### src/rtl/u8sd_pkg.sv
// Shared types and constants for the UTF-8 stream decoder.
`default_nettype none

package u8sd_pkg;

    localparam int unsigned ByteW   = 8;
    localparam int unsigned CpW     = 31;
    localparam int unsigned LenW    = 3;
    localparam int unsigned PayW    = 7;
    localparam int unsigned ContW   = 6;
    localparam int unsigned OutDataW = 40;

    localparam logic [LenW-1:0] LenOne = 3'd1;

    typedef struct packed {
        logic [LenW-1:0] len;
        logic [PayW-1:0] payload;
    } lead_t;

endpackage : u8sd_pkg

`default_nettype wire

### src/rtl/utf8_stream_decoder.sv
// UTF-8 stream decoder (1 to 6 byte sequences), top level.
//
// Input channel s_axis: one raw byte of the stream per word.
// Output channel m_axis: one decoded character per word, carrying the
// code point and the number of bytes it took.
// A lead byte opens a sequence; following bytes are taken as continuation
// bytes without checks and add their low 6 bits. Stray continuation bytes
// and 0xFE/0xFF met while idle are passed out as themselves, length 1.
// Throughput: one input word per cycle, sustained while m_axis_tready is high.
// The character is registered and appears on m_axis in the cycle after
// the word that completes it is accepted.
// The output register is reloaded in the same cycle it is drained, so
// s_axis_tready stays high while m_axis_tready is high. When the receiver
// stalls with a character pending, s_axis_tready drops until it is taken.
// Reset clears the sequence state and the output valid flag; the block is
// ready for input on the first cycle after reset is released.
`default_nettype none

module utf8_stream_decoder
    import u8sd_pkg::*;
(
    input  wire logic                clk,
    input  wire logic                rst_n,
    input  wire logic                s_axis_tvalid,
    output logic                     s_axis_tready,
    input  wire logic [ByteW-1:0]    s_axis_tdata,   // [7:0] in_byte
    output logic                     m_axis_tvalid,
    input  wire logic                m_axis_tready,
    output logic [OutDataW-1:0]      m_axis_tdata    // [30:0] code_point, [33:31] seq_length
);

    logic [CpW-1:0]  accum_reg, accum_next;
    logic [LenW-1:0] left_reg, left_next;
    logic [LenW-1:0] total_reg, total_next;
    logic [CpW-1:0]  cp_reg, cp_next;
    logic [LenW-1:0] len_reg, len_next;
    logic            ovalid_reg, ovalid_next;
    logic            in_acc;
    logic [CpW-1:0]  acc_shift;
    lead_t           lead;

    u8sd_lead_decode u_lead
    (
        .byte_in (s_axis_tdata),
        .lead    (lead)
    );

    assign s_axis_tready = !ovalid_reg || m_axis_tready;
    assign in_acc        = s_axis_tvalid && s_axis_tready;
    assign acc_shift     = {accum_reg[CpW-ContW-1:0], s_axis_tdata[ContW-1:0]};

    always_comb
    begin
        accum_next  = accum_reg;
        left_next   = left_reg;
        total_next  = total_reg;
        cp_next     = cp_reg;
        len_next    = len_reg;
        ovalid_next = ovalid_reg && !m_axis_tready;
        if (in_acc)
        begin
            if (left_reg != '0)
            begin
                left_next = left_reg - LenOne;
                if (left_reg == LenOne)
                begin
                    cp_next     = acc_shift;
                    len_next    = total_reg;
                    ovalid_next = 1'b1;
                    accum_next  = '0;
                    total_next  = '0;
                end
                else
                begin
                    accum_next = acc_shift;
                end
            end
            else if (lead.len == LenOne)
            begin
                cp_next     = {{(CpW-ByteW){1'b0}}, s_axis_tdata};
                len_next    = LenOne;
                ovalid_next = 1'b1;
            end
            else
            begin
                accum_next = {{(CpW-PayW){1'b0}}, lead.payload};
                total_next = lead.len;
                left_next  = lead.len - LenOne;
            end
        end
    end

    always_ff @(posedge clk or negedge rst_n)
    begin
        if (!rst_n)
        begin
            accum_reg  <= '0;
            left_reg   <= '0;
            total_reg  <= '0;
            ovalid_reg <= 1'b0;
        end
        else
        begin
            accum_reg  <= accum_next;
            left_reg   <= left_next;
            total_reg  <= total_next;
            ovalid_reg <= ovalid_next;
        end
    end

    always_ff @(posedge clk)
    begin
        cp_reg  <= cp_next;
        len_reg <= len_next;
    end

    assign m_axis_tvalid = ovalid_reg;
    assign m_axis_tdata  = {{(OutDataW-CpW-LenW){1'b0}}, len_reg, cp_reg};

    a_left_range: assert property (@(posedge clk) disable iff (!rst_n)
        left_reg <= 3'd5)
        else $error("bytes left out of range");

    a_total_above_left: assert property (@(posedge clk) disable iff (!rst_n)
        (left_reg != '0) |-> (total_reg > left_reg))
        else $error("sequence total not above bytes left");

    a_len_range: assert property (@(posedge clk) disable iff (!rst_n)
        ovalid_reg |-> (len_reg != '0 && len_reg <= 3'd6))
        else $error("output length out of range");

    a_ascii_pass: assert property (@(posedge clk) disable iff (!rst_n)
        (in_acc && left_reg == '0 && !s_axis_tdata[ByteW-1]) |=>
            (ovalid_reg && len_reg == LenOne
             && cp_reg == {{(CpW-ByteW){1'b0}}, $past(s_axis_tdata)}))
        else $error("single byte character not emitted");

endmodule : utf8_stream_decoder

`default_nettype wire

### src/rtl/u8sd_lead_decode.sv
// Lead byte classifier: sequence length and payload bits.
`default_nettype none

module u8sd_lead_decode
    import u8sd_pkg::*;
(
    input  wire logic [ByteW-1:0] byte_in,
    output lead_t                 lead
);

    always_comb
    begin
        unique case (byte_in) inside
            8'b0???????:
            begin
                lead.len     = 3'd1;
                lead.payload = byte_in[6:0];
            end
            8'b110?????:
            begin
                lead.len     = 3'd2;
                lead.payload = {2'b00, byte_in[4:0]};
            end
            8'b1110????:
            begin
                lead.len     = 3'd3;
                lead.payload = {3'b000, byte_in[3:0]};
            end
            8'b11110???:
            begin
                lead.len     = 3'd4;
                lead.payload = {4'b0000, byte_in[2:0]};
            end
            8'b111110??:
            begin
                lead.len     = 3'd5;
                lead.payload = {5'b00000, byte_in[1:0]};
            end
            8'b1111110?:
            begin
                lead.len     = 3'd6;
                lead.payload = {6'b000000, byte_in[0]};
            end
            default:
            begin
                // stray continuation or invalid lead: pass through as itself
                lead.len     = LenOne;
                lead.payload = byte_in[6:0];
            end
        endcase
    end

endmodule : u8sd_lead_decode

`default_nettype wire
### config.mk
export PLATFORM = sky130hd
export DESIGN_NAME = utf8_stream_decoder
export DESIGN_NICKNAME = d
export VERILOG_FILES = /design/src/rtl/u8sd_pkg.sv /design/src/rtl/utf8_stream_decoder.sv /design/src/rtl/u8sd_lead_decode.sv
export SDC_FILE = /design/constraint.sdc
export NUM_CORES = 1
export LEC_CHECK = 0
export ABC_AREA = 1
export BUFFER_PORTS_ARGS = -buffer_cell sky130_fd_sc_hd__buf_2
export CAP_MARGIN = 20
export CORE_ASPECT_RATIO = 2
export CORE_MARGIN = 2
export CORE_UTILIZATION = 48
export DETAILED_ROUTE_END_ITERATION = 10
export PLACE_DENSITY = 0.71
export SETUP_SLACK_MARGIN = 0.2
export SYNTH_ARGS = -nofsm -noshare
export SYNTH_HDL_FRONTEND = slang
export SYNTH_SLANG_ARGS = --single-unit
### constraint.sdc
create_clock -name clk -period 6.1 [get_ports clk]
set_clock_uncertainty 0.05 [all_clocks]
set_input_delay 0.61 -clock clk [delete_from_list [all_inputs] [get_ports clk]]
set_output_delay 0.61 -clock clk [all_outputs]
set_load 0.005 [all_outputs]
After elaboration in Yosys (flattened, before gate mapping) --
Index checks and enable logic that the tools add are counted.
Operators by class: bitwise gates (word level) 0, eq/ne operators 9, reduce and logical (&&, ||, !) cells 10, divide/modulo/power cells 0, order comparisons 0, $mul 0, muxes and demuxes 19, $add $sub $neg 2, shift operators 0
Operators by type and width (count):
- 31-bit two-way mux | 3
- 25-bit two-way mux | 3
- 10-bit one-hot mux with 5 select lines | 1
- 3-bit two-way mux | 8
- 7-bit equality test (second input constant) | 1
- 3-bit by 1-bit equality test with 1-bit output (second input constant) | 2
- 6-bit equality test (second input constant) | 1
- 3-bit AND reduction | 2
- 3-bit by 1-bit subtractor with 3-bit output (second input constant) | 2
- 5-bit equality test (second input constant) | 1
- 4-bit equality test (second input constant) | 1
- 1-bit two-way mux | 4
- 3-bit equality test (second input constant) | 1
- 3-bit nonzero test | 1
- 1-bit logical AND | 2
- 1-bit logical NOT | 2
- 2-bit by 1-bit != test with 1-bit output (second input constant) | 1
- 2-bit != test (second input constant) | 1
- 2-bit AND reduction | 1
- 2-bit nonzero test | 1
- 1-bit logical OR | 1
Word-level totals: output and inout bits 42, ROM bits 0, bits in latches 0, register bits after elaboration 66, bits of input ports 12, memories kept 0, bits in writable memories 0

Depth between registers and ports, before layout --
Gate-level depths: netlist (run 1).
depth after elaboration 6, gate-level depth with buffers 14, depth with buffers taken out 14

Hierarchy --
A second synthesis (run 1) with hierarchy kept.
Unflattened totals: cells, all modules 334, area, all modules 3051.7 um2
Modules (own cells, without submodules):
- utf8_stream_decoder | cells each 299, seq. area each 1821.7 um2, times used 1, area an instance 2875.3 um2
- u8sd_lead_decode | cells each 35, seq. area each 0.0 um2, times used 1, area an instance 176.4 um2

Worst setup path before layout (run 1) --
OpenSTA, ideal clock, no wires.
kind input to register, start input s_axis_tdata[4], end register cp_reg[0], enable pin, data required time 5.624 ns, buffers on the path 0, path slack 2.521 ns, cell stages on the path 11, setup time 0.426 ns, arrival 3.104 ns, path through nand2_2 -> o21ai_0 -> nand2_1 -> nand2_1 -> ha_1 -> inv_1 -> nor2_4 -> nand4_4 -> nand2_1 -> inv_1 -> nor2_1
Between the ends: longest elaborated chain between the ends 5
Ends and longest elaborated chain:
- from (decl) | RTL line utf8_stream_decoder.sv:26 | input wire logic [ByteW-1:0] s_axis_tdata,
- 7-bit equality test (no source line), or another cell as far along
- 10-bit one-hot mux with 5 select lines (*) | RTL line u8sd_lead_decode.sv:13 | unique case (byte_in) inside
- 3-bit by 1-bit equality test with 1-bit output (*) | RTL line utf8_stream_decoder.sv:78 | else if (lead.len == LenOne)
- 2-bit nonzero test (no source line) (*)
- 3-bit AND reduction (no source line) (*)
- to (signal assigned) | RTL line utf8_stream_decoder.sv:113 | cp_reg <= cp_next;
- to (decl) | RTL line utf8_stream_decoder.sv:35 | logic [CpW-1:0] cp_reg, cp_next;
Every way passes the cells marked *; elsewhere a longest branch is shown, timed or not. A chain may end at the register's enable or synchronous reset.

Worst setup path after layout (run 1) --
start input s_axis_tdata[3], end register cp_reg[27], enable pin
Between the ends: longest elaborated chain between the ends 5
Ends and longest elaborated chain (RTL line):
- 7-bit equality test (no source line), or another cell as far along
- 10-bit one-hot mux with 5 select lines (*) | u8sd_lead_decode.sv:13
- 3-bit by 1-bit equality test with 1-bit output (*) | utf8_stream_decoder.sv:78
- 2-bit nonzero test (no source line) (*)
- 3-bit AND reduction (no source line) (*)
Marked as above.

==> out/results.ini, run 1 <==
[floorplanning]
io-pin-count = 54
die_h_um = 117
die-area_sq_mm = 0.00710
row_count = 41
core_area_sq_mm = 0.00626
start_util_pct = 49.1
die_x_um = 60.6

[finish]
largest_reg_flops = 31
final_layout_size_suffix_gt1_share_pct = 29.0
fin_util_pct = 58.7
nets = 371
area_growth_pct = 19.5
n_antenna_cell = 0

[run]
max_cap_viol_count = 0

[critical_path]
cp_max_fo = 34
cp.arrival_ps = 2660
startpoint_type = primary input
crit_required_ps = 6000
reg2reg_from = left_reg[0]
worstSetupPathType = primary input to flop
r2r-end = cp_reg[27]
worst_setup_path_end_kind = flop
rrSetupSlack_ps = 3690
r2r_cells = 8

[sta]
period_minus_slack_ps = 2770
fin_crit_sh_pct = 45.4
fin_tns_setup_ps = 0
drv_slew = 0
rsz0062_at_grt = false
setup_viol = 0
worst_slew_margin_rel_pct = 38.9
max_freq_mhz = 361
tightest_slew_ps = 914
hold_viol = 0

[cts]
cts_setup_buffers = 0
clock_latency_ps = 320
cts_made_buffers = 9
clockBufferDepth = 2
clock-root-buffer = clkbuf_16
h-tree-depth = 3
cts_resized = 0
numClockSinks = 66
clkTransAtPathRegs_ps = 50
holdBufCountCts = 0
cts_tree = built

[place]
detailed_place_hpwl_um = 3610
numPortBuffers = 47
gp_congestion = 0.929

[synth]
synthArstFlopShare_pct = 48.5
yosysMostFrequentCell = nand2_1
yosysTopAreaCell = edfxtp_1
syn_area_per_cell_sq_um = 10.0
synth_top_area_share_pct = 33.2
synthTopCellsByArea = edfxtp_1, dfrtp_1, nand2_1
synth.distinct_cells = 31
ys_warn_count = 0
ys.flop_type = edfxtp_1
synth.cell_area_sq_mm = 0.00307
synth_edf_count = 34
syn-instance-count = 307
ys_top_cells_by_count = nand2_1, inv_1, edfxtp_1
ys_ff_latch = 66
ys_seq_area_share_pct = 59.3

[routing]
first_iter_violations = 77
viasPerCell = 4.61
drt-total-wl_um = 5240
route.detailed.drc = 0
dr.pass1.iters = 4
num_vias = 2053
wl_per_cell_um = 11.8
antenna_left = 0

[pwr]
vdd_drop_max_uv = 240
p_leak_nw = 1.68
powerDensity_mw_per_mm2 = 517

[grt]
gr-usage-all-layers_pct = 16.6
overflow = 0
grt_max_degree = 45
grt_pass1_vias = 1923
grt_pass1_wl_um = 8510
antenna_found_initial = 0

[status]
status = completed

[min_path]
hold_class = primary input to async pin

## cells by family (layout without fill, tap and decap cells)
group	count (synthesis)	after routing	share of synthesized area, %
XOR/XNOR	1	1	0.285
adder cells (fa/ha/maj)	5	5	2.04
AND/OR/NAND/NOR	140	140	20.3
other	1	6	0.122
AO/OA/AOI/OAI	34	34	8.18
flip-flops	66	66	59.3
buffers and inverters	60	107	9.77
## worst max-delay path by stage
stage                          from  slack [ps]  depth (start not counted)    endpoint
finish              s_axis_tdata[3]        3330                         12  cp_reg[27]
global route        s_axis_tdata[6]        3120                         13  cp_reg[27]
CTS                 s_axis_tdata[4]        3300                         12  cp_reg[27]
detailed placement  s_axis_tdata[4]        2960                         12  cp_reg[27]
global placement    s_axis_tdata[5]        3040                         12  cp_reg[15]
floorplan           s_axis_tdata[4]        2520                         11   cp_reg[0]
## worst max-delay path: stages
cell and delay [ps]:
buf_2 120, nand2_2 90, o21ai_0 240, nand2_1 110
nand2_1 110, ha_1 150, inv_1 60, nor2_4 120
nand4_4 140, nand2_1 120, inv_1 80, nor2_4 690
## final cells by class
type | count | area [sq um]
Fill cell | 579 | 2580
Clock buffer | 9 | 225
Clock inverter | 7 | 141
Sequential cell | 66 | 1820
Multi-Input combinational cell | 186 | 977
Timing Repair Buffer | 47 | 235
Inverter | 44 | 165
Tap cell | 86 | 108
## where the power goes
part / internal [mW] / switching (mW)
registers: 0.659 / 0.0614
clock network: 0.440 / 0.181
logic: 0.185 / 0.374
## stage by stage
stage	setup slack, ps	hold WS [ps]	power, mW	area, sq um	std cells
2_1_floorplan	2520	264	1.17	3090	312
3_3_place_gp	3040	409	1.28	3310	429
3_5_place_dp	2960	409	1.29	3310	429
4_1_cts	3300	308	1.92	3670	445
5_1_grt	3120	358	2.03	3670	445
6_report	3330	286	1.90	3670	445
## cell usage in the layout, fill, tap and decap left out, types with 2 or more instances in the layout
master,Yosys,final
nor2_4,2,3
clkbuf_16,0,9
nor2_1,32,31
ha_1,5,5
bufinv_16,0,4
nand3_1,9,9
a21oi_1,3,3
nand2_1,78,78
inv_2,4,4
o21ai_1,3,3
dfrtp_1,32,32
nor2_2,2,2
o21ai_2,18,18
inv_1,40,40
nand2_4,2,2
clkinv_4,0,2
nand2_2,10,10
o21ai_0,7,7
conb_1,1,6
edfxtp_1,34,34
buf_2,3,47
## per-layer routing
metal	up-vias	wire length (um)	global-route usage [%]
li1	1046	-	-
met1	949	2070	18.2
met2	44	2790	27.9
met3	14	176	4.07
met4	0	205	10.1
met5	-	0	0
Power figures use the tool's default switching activity.
==> inputs of run 2 (changes only) <==
==> constraint.sdc (replaced) <==
create_clock -name clk -period 2.7 [get_ports clk]
set_clock_uncertainty 0.05 [all_clocks]
set_input_delay 0.27 -clock clk [delete_from_list [all_inputs] [get_ports clk]]
set_output_delay 0.27 -clock clk [all_outputs]
set_load 0.005 [all_outputs]
==> out/results.ini, run 2 (synthesis gave the netlist of run 1 again) <==
[finish]
n_antenna_cell = 0  ; unchanged
fill_cells = 567  ; -2.1%
instances_no_fill = 450  ; +1.1%
nets = 376  ; +1.3%
largest_reg_flops = 31  ; unchanged
area_growth_pct = 17.8
mostFrequentLayoutCells = nand2_1, buf_2, inv_1
layout_commonest_cell = nand2_1
final_layout_size_suffix_gt1_share_pct = 29.7  ; +0.70 points

[pwr]
switchingPower_mw = 1.40  ; +130%
p_leak_nw = 1.66  ; -1.3%
powerDensity_mw_per_mm2 = 1100  ; +110%
vdd_drop_max_uv = 516  ; +110%
p_sw_share_pct = 35.2  ; +2.8 points
p_comb_share_pct = 32.9  ; +3.5 points
p_clk_share_pct = 26.0  ; -6.7 points
total_power_mw = 3.97  ; +110%
p_seq_share_pct = 41.0  ; +3.1 points
p_int_mw = 2.57  ; +100%

[floorplanning]
die-area_sq_mm = 0.00710  ; unchanged
io-pin-count = 54  ; unchanged
core_area_sq_mm = 0.00626  ; unchanged
row_count = 41  ; unchanged
start_util_pct = 49.1  ; unchanged
die_x_um = 60.6  ; unchanged
die_h_um = 117  ; unchanged

[cts]
clock_latency_ps = 320  ; about the same
clock-root-buffer = clkbuf_16
cts_tree = built
cts_resized = 0  ; unchanged
h-tree-depth = 3  ; unchanged
clkTransAtPathRegs_ps = 50  ; about the same
numClockSinks = 66  ; unchanged
clockBufferDepth = 2  ; unchanged
cts_setup_buffers = 0  ; unchanged
cts_made_buffers = 9  ; unchanged

[sta]
worst_slew_margin_rel_pct = 49.9  ; +11 points
setup_viol = 0  ; unchanged
tightest_slew_ps = 752  ; -163 ps
drv_slew = 0  ; unchanged
hold_ws_ps = 87.2  ; -199 ps
fin_tns_setup_ps = 0  ; unchanged
period_minus_slack_ps = 2080
fin_crit_sh_pct = 77.2
hold_viol = 0  ; unchanged
rsz0062_at_grt = false
max_freq_mhz = 480

[critical_path]
critPathMaxStageDelay_ps = 290  ; -400 ps
rrSetupSlack_ps = 650  ; -3040 ps
worst_setup_path_end_kind = flop
r2r_cells = 9  ; +1
crit_top_cell = inv_1
crit_required_ps = 2650  ; -3350 ps
critical_path.slowest_cell = buf_4
crit_buf_inv = 5  ; +2
cp_cell_sequence = buf_2 > nand2_2 > nor2_1 > nand2_1 > nand3b_1 > inv_1 > ha_1 > inv_1 > nor2_4 > nand4_4 > nand2_1 > inv_1 > nor2_4 > buf_4
r2r-end = cp_reg[22]
reg2reg_from = left_reg[0]
cp.arrival_ps = 2030  ; -630 ps
worstSetupPathType = primary input to flop
startpoint_type = primary input
cp_max_fo = 23  ; -32%
path_delay_family = simple AND/OR/NAND/NOR gates

[run]
max_cap_viol_count = 0  ; unchanged

[grt]
antenna_found_initial = 0  ; unchanged
grt_pass1_vias = 1997  ; +3.8%
grt_max_degree = 41  ; -8.9%
overflow = 0  ; unchanged
grt_pass1_wl_um = 9040  ; +6.2%
gr-usage-all-layers_pct = 17.8  ; +1.2 points

[routing]
highest_layer = met4
wl_met3_um = 260  ; +48%
num_vias = 2134  ; +3.9%
route.detailed.drc = 0  ; unchanged
viasPerCell = 4.74  ; +2.8%
wl_met2_um = 3030  ; +8.8%
antenna_left = 0  ; unchanged
wl_per_cell_um = 12.5  ; +6.5%
first_iter_violations = 87  ; +13%
drt-total-wl_um = 5640  ; +7.7%
dr.pass1.iters = 5  ; +1
wl_met1_um = 2110  ; +2.1%

[min_path]
hold_end = cp_reg[0]
worstHoldStart = s_axis_tdata[0]
min_delay_path_depth = 1
hold_class = primary input to flop

[place]
detailed_place_hpwl_um = 4010  ; +11%
numPortBuffers = 47  ; unchanged
gp_congestion = 0.955  ; +2.8%
dp_cells = 433  ; +0.93%

[status]
status = completed

-- run 2: cell count changes in the layout (fill, tap and decap cells not counted), moves of 2 or more --
cell        delta
buf_4          +4
bufinv_16      -4
clkinv_2       +3
clkinvlp_4     +2
clkinv_4       -2
-- run 2: area by class of cell --
cell class	instances	area [sq um]	share of cell area [%]
Inverter	44	165	4.56
Multi-Input combinational cell	186	977	27.0
Tap cell	86	108	2.97
Clock buffer	11	243	6.71
Sequential cell	66	1820	50.3
Clock inverter	5	30.0	0.830
Timing Repair Buffer	52	275	7.60
-- run 2: how the worst max path moves through the flow --
stage	startpoint	to	slack, ps	cells past startpoint
final	s_axis_tdata[4]	cp_reg[22]	620	14
after global routing	s_axis_tdata[5]	cp_reg[19]	460	14
after CTS	s_axis_tdata[4]	cp_reg[19]	640	14
after detailed placement	s_axis_tdata[4]	cp_reg[0]	300	13
after global placement	s_axis_tdata[3]	cp_reg[6]	390	13
after floorplan	s_axis_tdata[4]	cp_reg[0]	400	11
-- run 2: layer usage --
metal  global-route usage, %  up-vias
li1                        -     1058
met1                    19.2      993
met2                    30.3       61
met3                    3.63       22
met4                    11.9        0
met5                       0        -
-- run 2: metrics by stage --
stage | util (%) | area (sq um) | setup slack, ps
global placement | 53.3 | 3340 | 391
finish | 57.8 | 3620 | 617
detailed placement | 53.3 | 3340 | 296
floorplan | - | 3100 | 400
CTS | 57.8 | 3620 | 639
global route | 57.8 | 3620 | 460
-- run 2: repair_timing --
item	in CTS	in global routing
hold buffers	1	0
endpoints found under the hold margin	32	0
setup endpoints to repair	0	0
-- run 2: power by group through the flow --
| stage | combinational (mW) | clock, mW | sequential (mW) |
|---|---|---|---|
| floorplan | 1.01 | 0 | 1.64 |
| finish | 1.31 | 1.03 | 1.63 |
| global placement | 1.29 | 0 | 1.64 |
| detailed placement | 1.32 | 0 | 1.65 |
| global route | 1.49 | 1.09 | 1.67 |
| CTS | 1.33 | 1.05 | 1.63 |
-- run 2: worst reg2reg max path, delay by kind of cell (launching register included) --
| kind | cells | cell delay (ps) |
|---|---|---|
| fa+ha+maj | 1 | 200 |
| simple gates | 5 | 580 |
| flops | 1 | 390 |
| buf+inv | 3 | 490 |
==> inputs of run 3 (changes only) <==
--- a/config.mk
+++ b/config.mk
@@ -12,7 +12,7 @@
 export CORE_MARGIN = 2
 export CORE_UTILIZATION = 48
 export DETAILED_ROUTE_END_ITERATION = 10
-export PLACE_DENSITY = 0.71
+export PLACE_DENSITY = 0.74
 export SETUP_SLACK_MARGIN = 0.2
 export SYNTH_ARGS = -nofsm -noshare
 export SYNTH_HDL_FRONTEND = slang
==> constraint.sdc (replaced) <==
create_clock -name clk -period 1.9 [get_ports clk]
set_clock_uncertainty 0.05 [all_clocks]
set_input_delay 0.19 -clock clk [delete_from_list [all_inputs] [get_ports clk]]
set_output_delay 0.19 -clock clk [all_outputs]
set_load 0.005 [all_outputs]
==> out/results.ini, run 3 (synthesis gave the netlist of run 1 again) <==
[status]
status = completed

[critical_path]
worstSetupPathType = flop to flop
cp.arrival_ps = 1760  ; -270 ps
cp_max_fo = 12  ; -48%
critical_path.slowest_cell = dfrtp_1
r2r-end = cp_reg[15]
cp_cell_sequence = inv_2 > buf_4 > ha_2 > nand3_2 > nand2_2 > inv_2 > nor2_4 > buf_4 > buf_12
critPathMaxStageDelay_ps = 370  ; +80 ps
rrSetupSlack_ps = 140  ; -510 ps
crit_required_ps = 1890  ; -760 ps
r2r_cells = 9  ; unchanged
worst_setup_path_end_kind = flop
reg2reg_from = left_reg[1]
startpoint_type = flop

[place]
detailed_place_hpwl_um = 4260  ; +6.3%
gp_congestion = 0.800  ; -16%
numPortBuffers = 47  ; unchanged

[min_path]
min_delay_path_depth = 1  ; unchanged
hold_class = primary input to flop
hold_end = cp_reg[0]
worstHoldStart = s_axis_tdata[0]

[routing]
dr.pass1.iters = 4  ; -1
drt-total-wl_um = 7040  ; +25%
route.detailed.drc = 0  ; unchanged
wl_per_cell_um = 14.5  ; +16%
antenna_left = 0  ; unchanged
first_iter_violations = 137  ; +57%
viasPerCell = 4.94  ; +4.1%
num_vias = 2400  ; +12%

[floorplanning]
io-pin-count = 54  ; unchanged
die_x_um = 60.6  ; unchanged
die-area_sq_mm = 0.00710  ; unchanged
row_count = 41  ; unchanged
start_util_pct = 49.1  ; unchanged
die_h_um = 117  ; unchanged
core_area_sq_mm = 0.00626  ; unchanged

[finish]
nets = 412  ; +9.6%
final_layout_size_suffix_gt1_share_pct = 41.0  ; +11 points
layout_commonest_cell = nand2_1
mostFrequentLayoutCells = nand2_1, buf_2, edfxtp_1
area_growth_pct = 38.7
largest_reg_flops = 31  ; unchanged
n_antenna_cell = 0  ; unchanged
fin_util_pct = 68.1  ; +10 points

[pwr]
powerDensity_mw_per_mm2 = 1650  ; +50%
vdd_drop_max_uv = 755  ; +46%
p_leak_nw = 1.94  ; +17%
p_seq_share_pct = 33.1  ; -7.9 points
switchingPower_mw = 2.37  ; +69%
p_sw_share_pct = 33.7  ; -1.5 points
p_comb_share_pct = 40.7  ; +7.8 points
p_int_mw = 4.67  ; +81%
p_clk_share_pct = 26.2  ; +0.2 points

[run]
max_cap_viol_count = 0  ; unchanged

[grt]
overflow = 0  ; unchanged
grt_pass1_wl_um = 10600  ; +18%
grt_pass1_vias = 2426  ; +21%
grt_max_degree = 33  ; -20%
antenna_found_initial = 0  ; unchanged
gr-usage-all-layers_pct = 20.9  ; +3.1 points

[sta]
period_minus_slack_ps = 1760
worst_slew_margin_rel_pct = 51.0  ; +1.1 points
hold_viol = 0  ; unchanged
fin_crit_sh_pct = 92.8
fin_tns_setup_ps = 0  ; unchanged
drv_slew = 0  ; unchanged
tightest_slew_ps = 735  ; -16.3 ps
setup_viol = 0  ; unchanged
max_freq_mhz = 567
rsz0062_at_grt = true
hold_ws_ps = 35.5  ; -51.8 ps

[cts]
cts_made_buffers = 9  ; unchanged
clkTransAtPathRegs_ps = 50  ; about the same
clock_latency_ps = 330  ; about the same
cts_tree = built
numClockSinks = 66  ; unchanged
h-tree-depth = 3  ; unchanged
clock-root-buffer = clkbuf_16
clockBufferDepth = 2  ; unchanged

run 3: worst max-delay path by stage:
| stage | startpoint | depth (start not counted) | endpoint | slack, ps |
|---|---|---|---|---|
| 6_report | left_reg[1] | 9 | cp_reg[15] | 140 |
| 5_1_grt | left_reg[0] | 10 | cp_reg[28] | 60 |
| 4_1_cts | left_reg[0] | 10 | cp_reg[3] | 170 |
| 3_5_place_dp | s_axis_tdata[5] | 13 | cp_reg[27] | -210 |
| 3_3_place_gp | s_axis_tdata[5] | 13 | cp_reg[27] | -110 |
| 2_1_floorplan | s_axis_tdata[2] | 11 | cp_reg[0] | -220 |
run 3: layout make-up:
class,instances,area (sq um)
clock buffers,9,225
clock inverters,7,108
fillers,470,2000
inverters,44,190
multi-input cells,187,1080
flip-flops and latches,66,1820
well taps,86,108
repair buffers,87,731
run 3: worst max-delay path: cells and delay by family, from the launching register on:
family	cells	cell delay, ps
fa+ha+maj	1	170
flops	1	370
simple gates	3	350
buf+inv	5	520
run 3: layer usage:
layer	global-route usage (%)	up-vias	wire, um
li1	-	1136	-
met1	20.0	1166	2410
met2	36.6	82	4090
met3	5.93	16	285
met4	14.6	0	256
met5	0	-	0
run 3: metrics by stage:
step	worst slack, ps	std cells	total power, mW	cell area [sq um]
after floorplan	-221	312	3.79	3150
after global placement	-106	453	4.52	3620
after detailed placement	-206	453	4.59	3620
after CTS	168	479	6.74	4110
after global routing	64.8	486	7.45	4260
final	137	486	7.03	4260
run 3: power groups by stage:
stage | clock [mW] | combinational, mW | sequential [mW]
floorplan | 0 | 1.45 | 2.34
global placement | 0 | 2.19 | 2.32
detailed placement | 0 | 2.26 | 2.34
CTS | 1.85 | 2.57 | 2.32
global route | 1.92 | 3.14 | 2.39
finish | 1.84 | 2.86 | 2.33
run 3: what timing repair did:
| item | 4_1_cts | 5_1_grt |
|---|---|---|
| setup buffers | 7 | 3 |
| hold buffers | 1 | 0 |
| setup endpoints to repair | 60 | 64 |
| endpoints found under the hold margin | 32 | 0 |
| gates cloned | 2 | 4 |
| gates resized for setup | 11 | 17 |
| pin swaps | 2 | 3 |
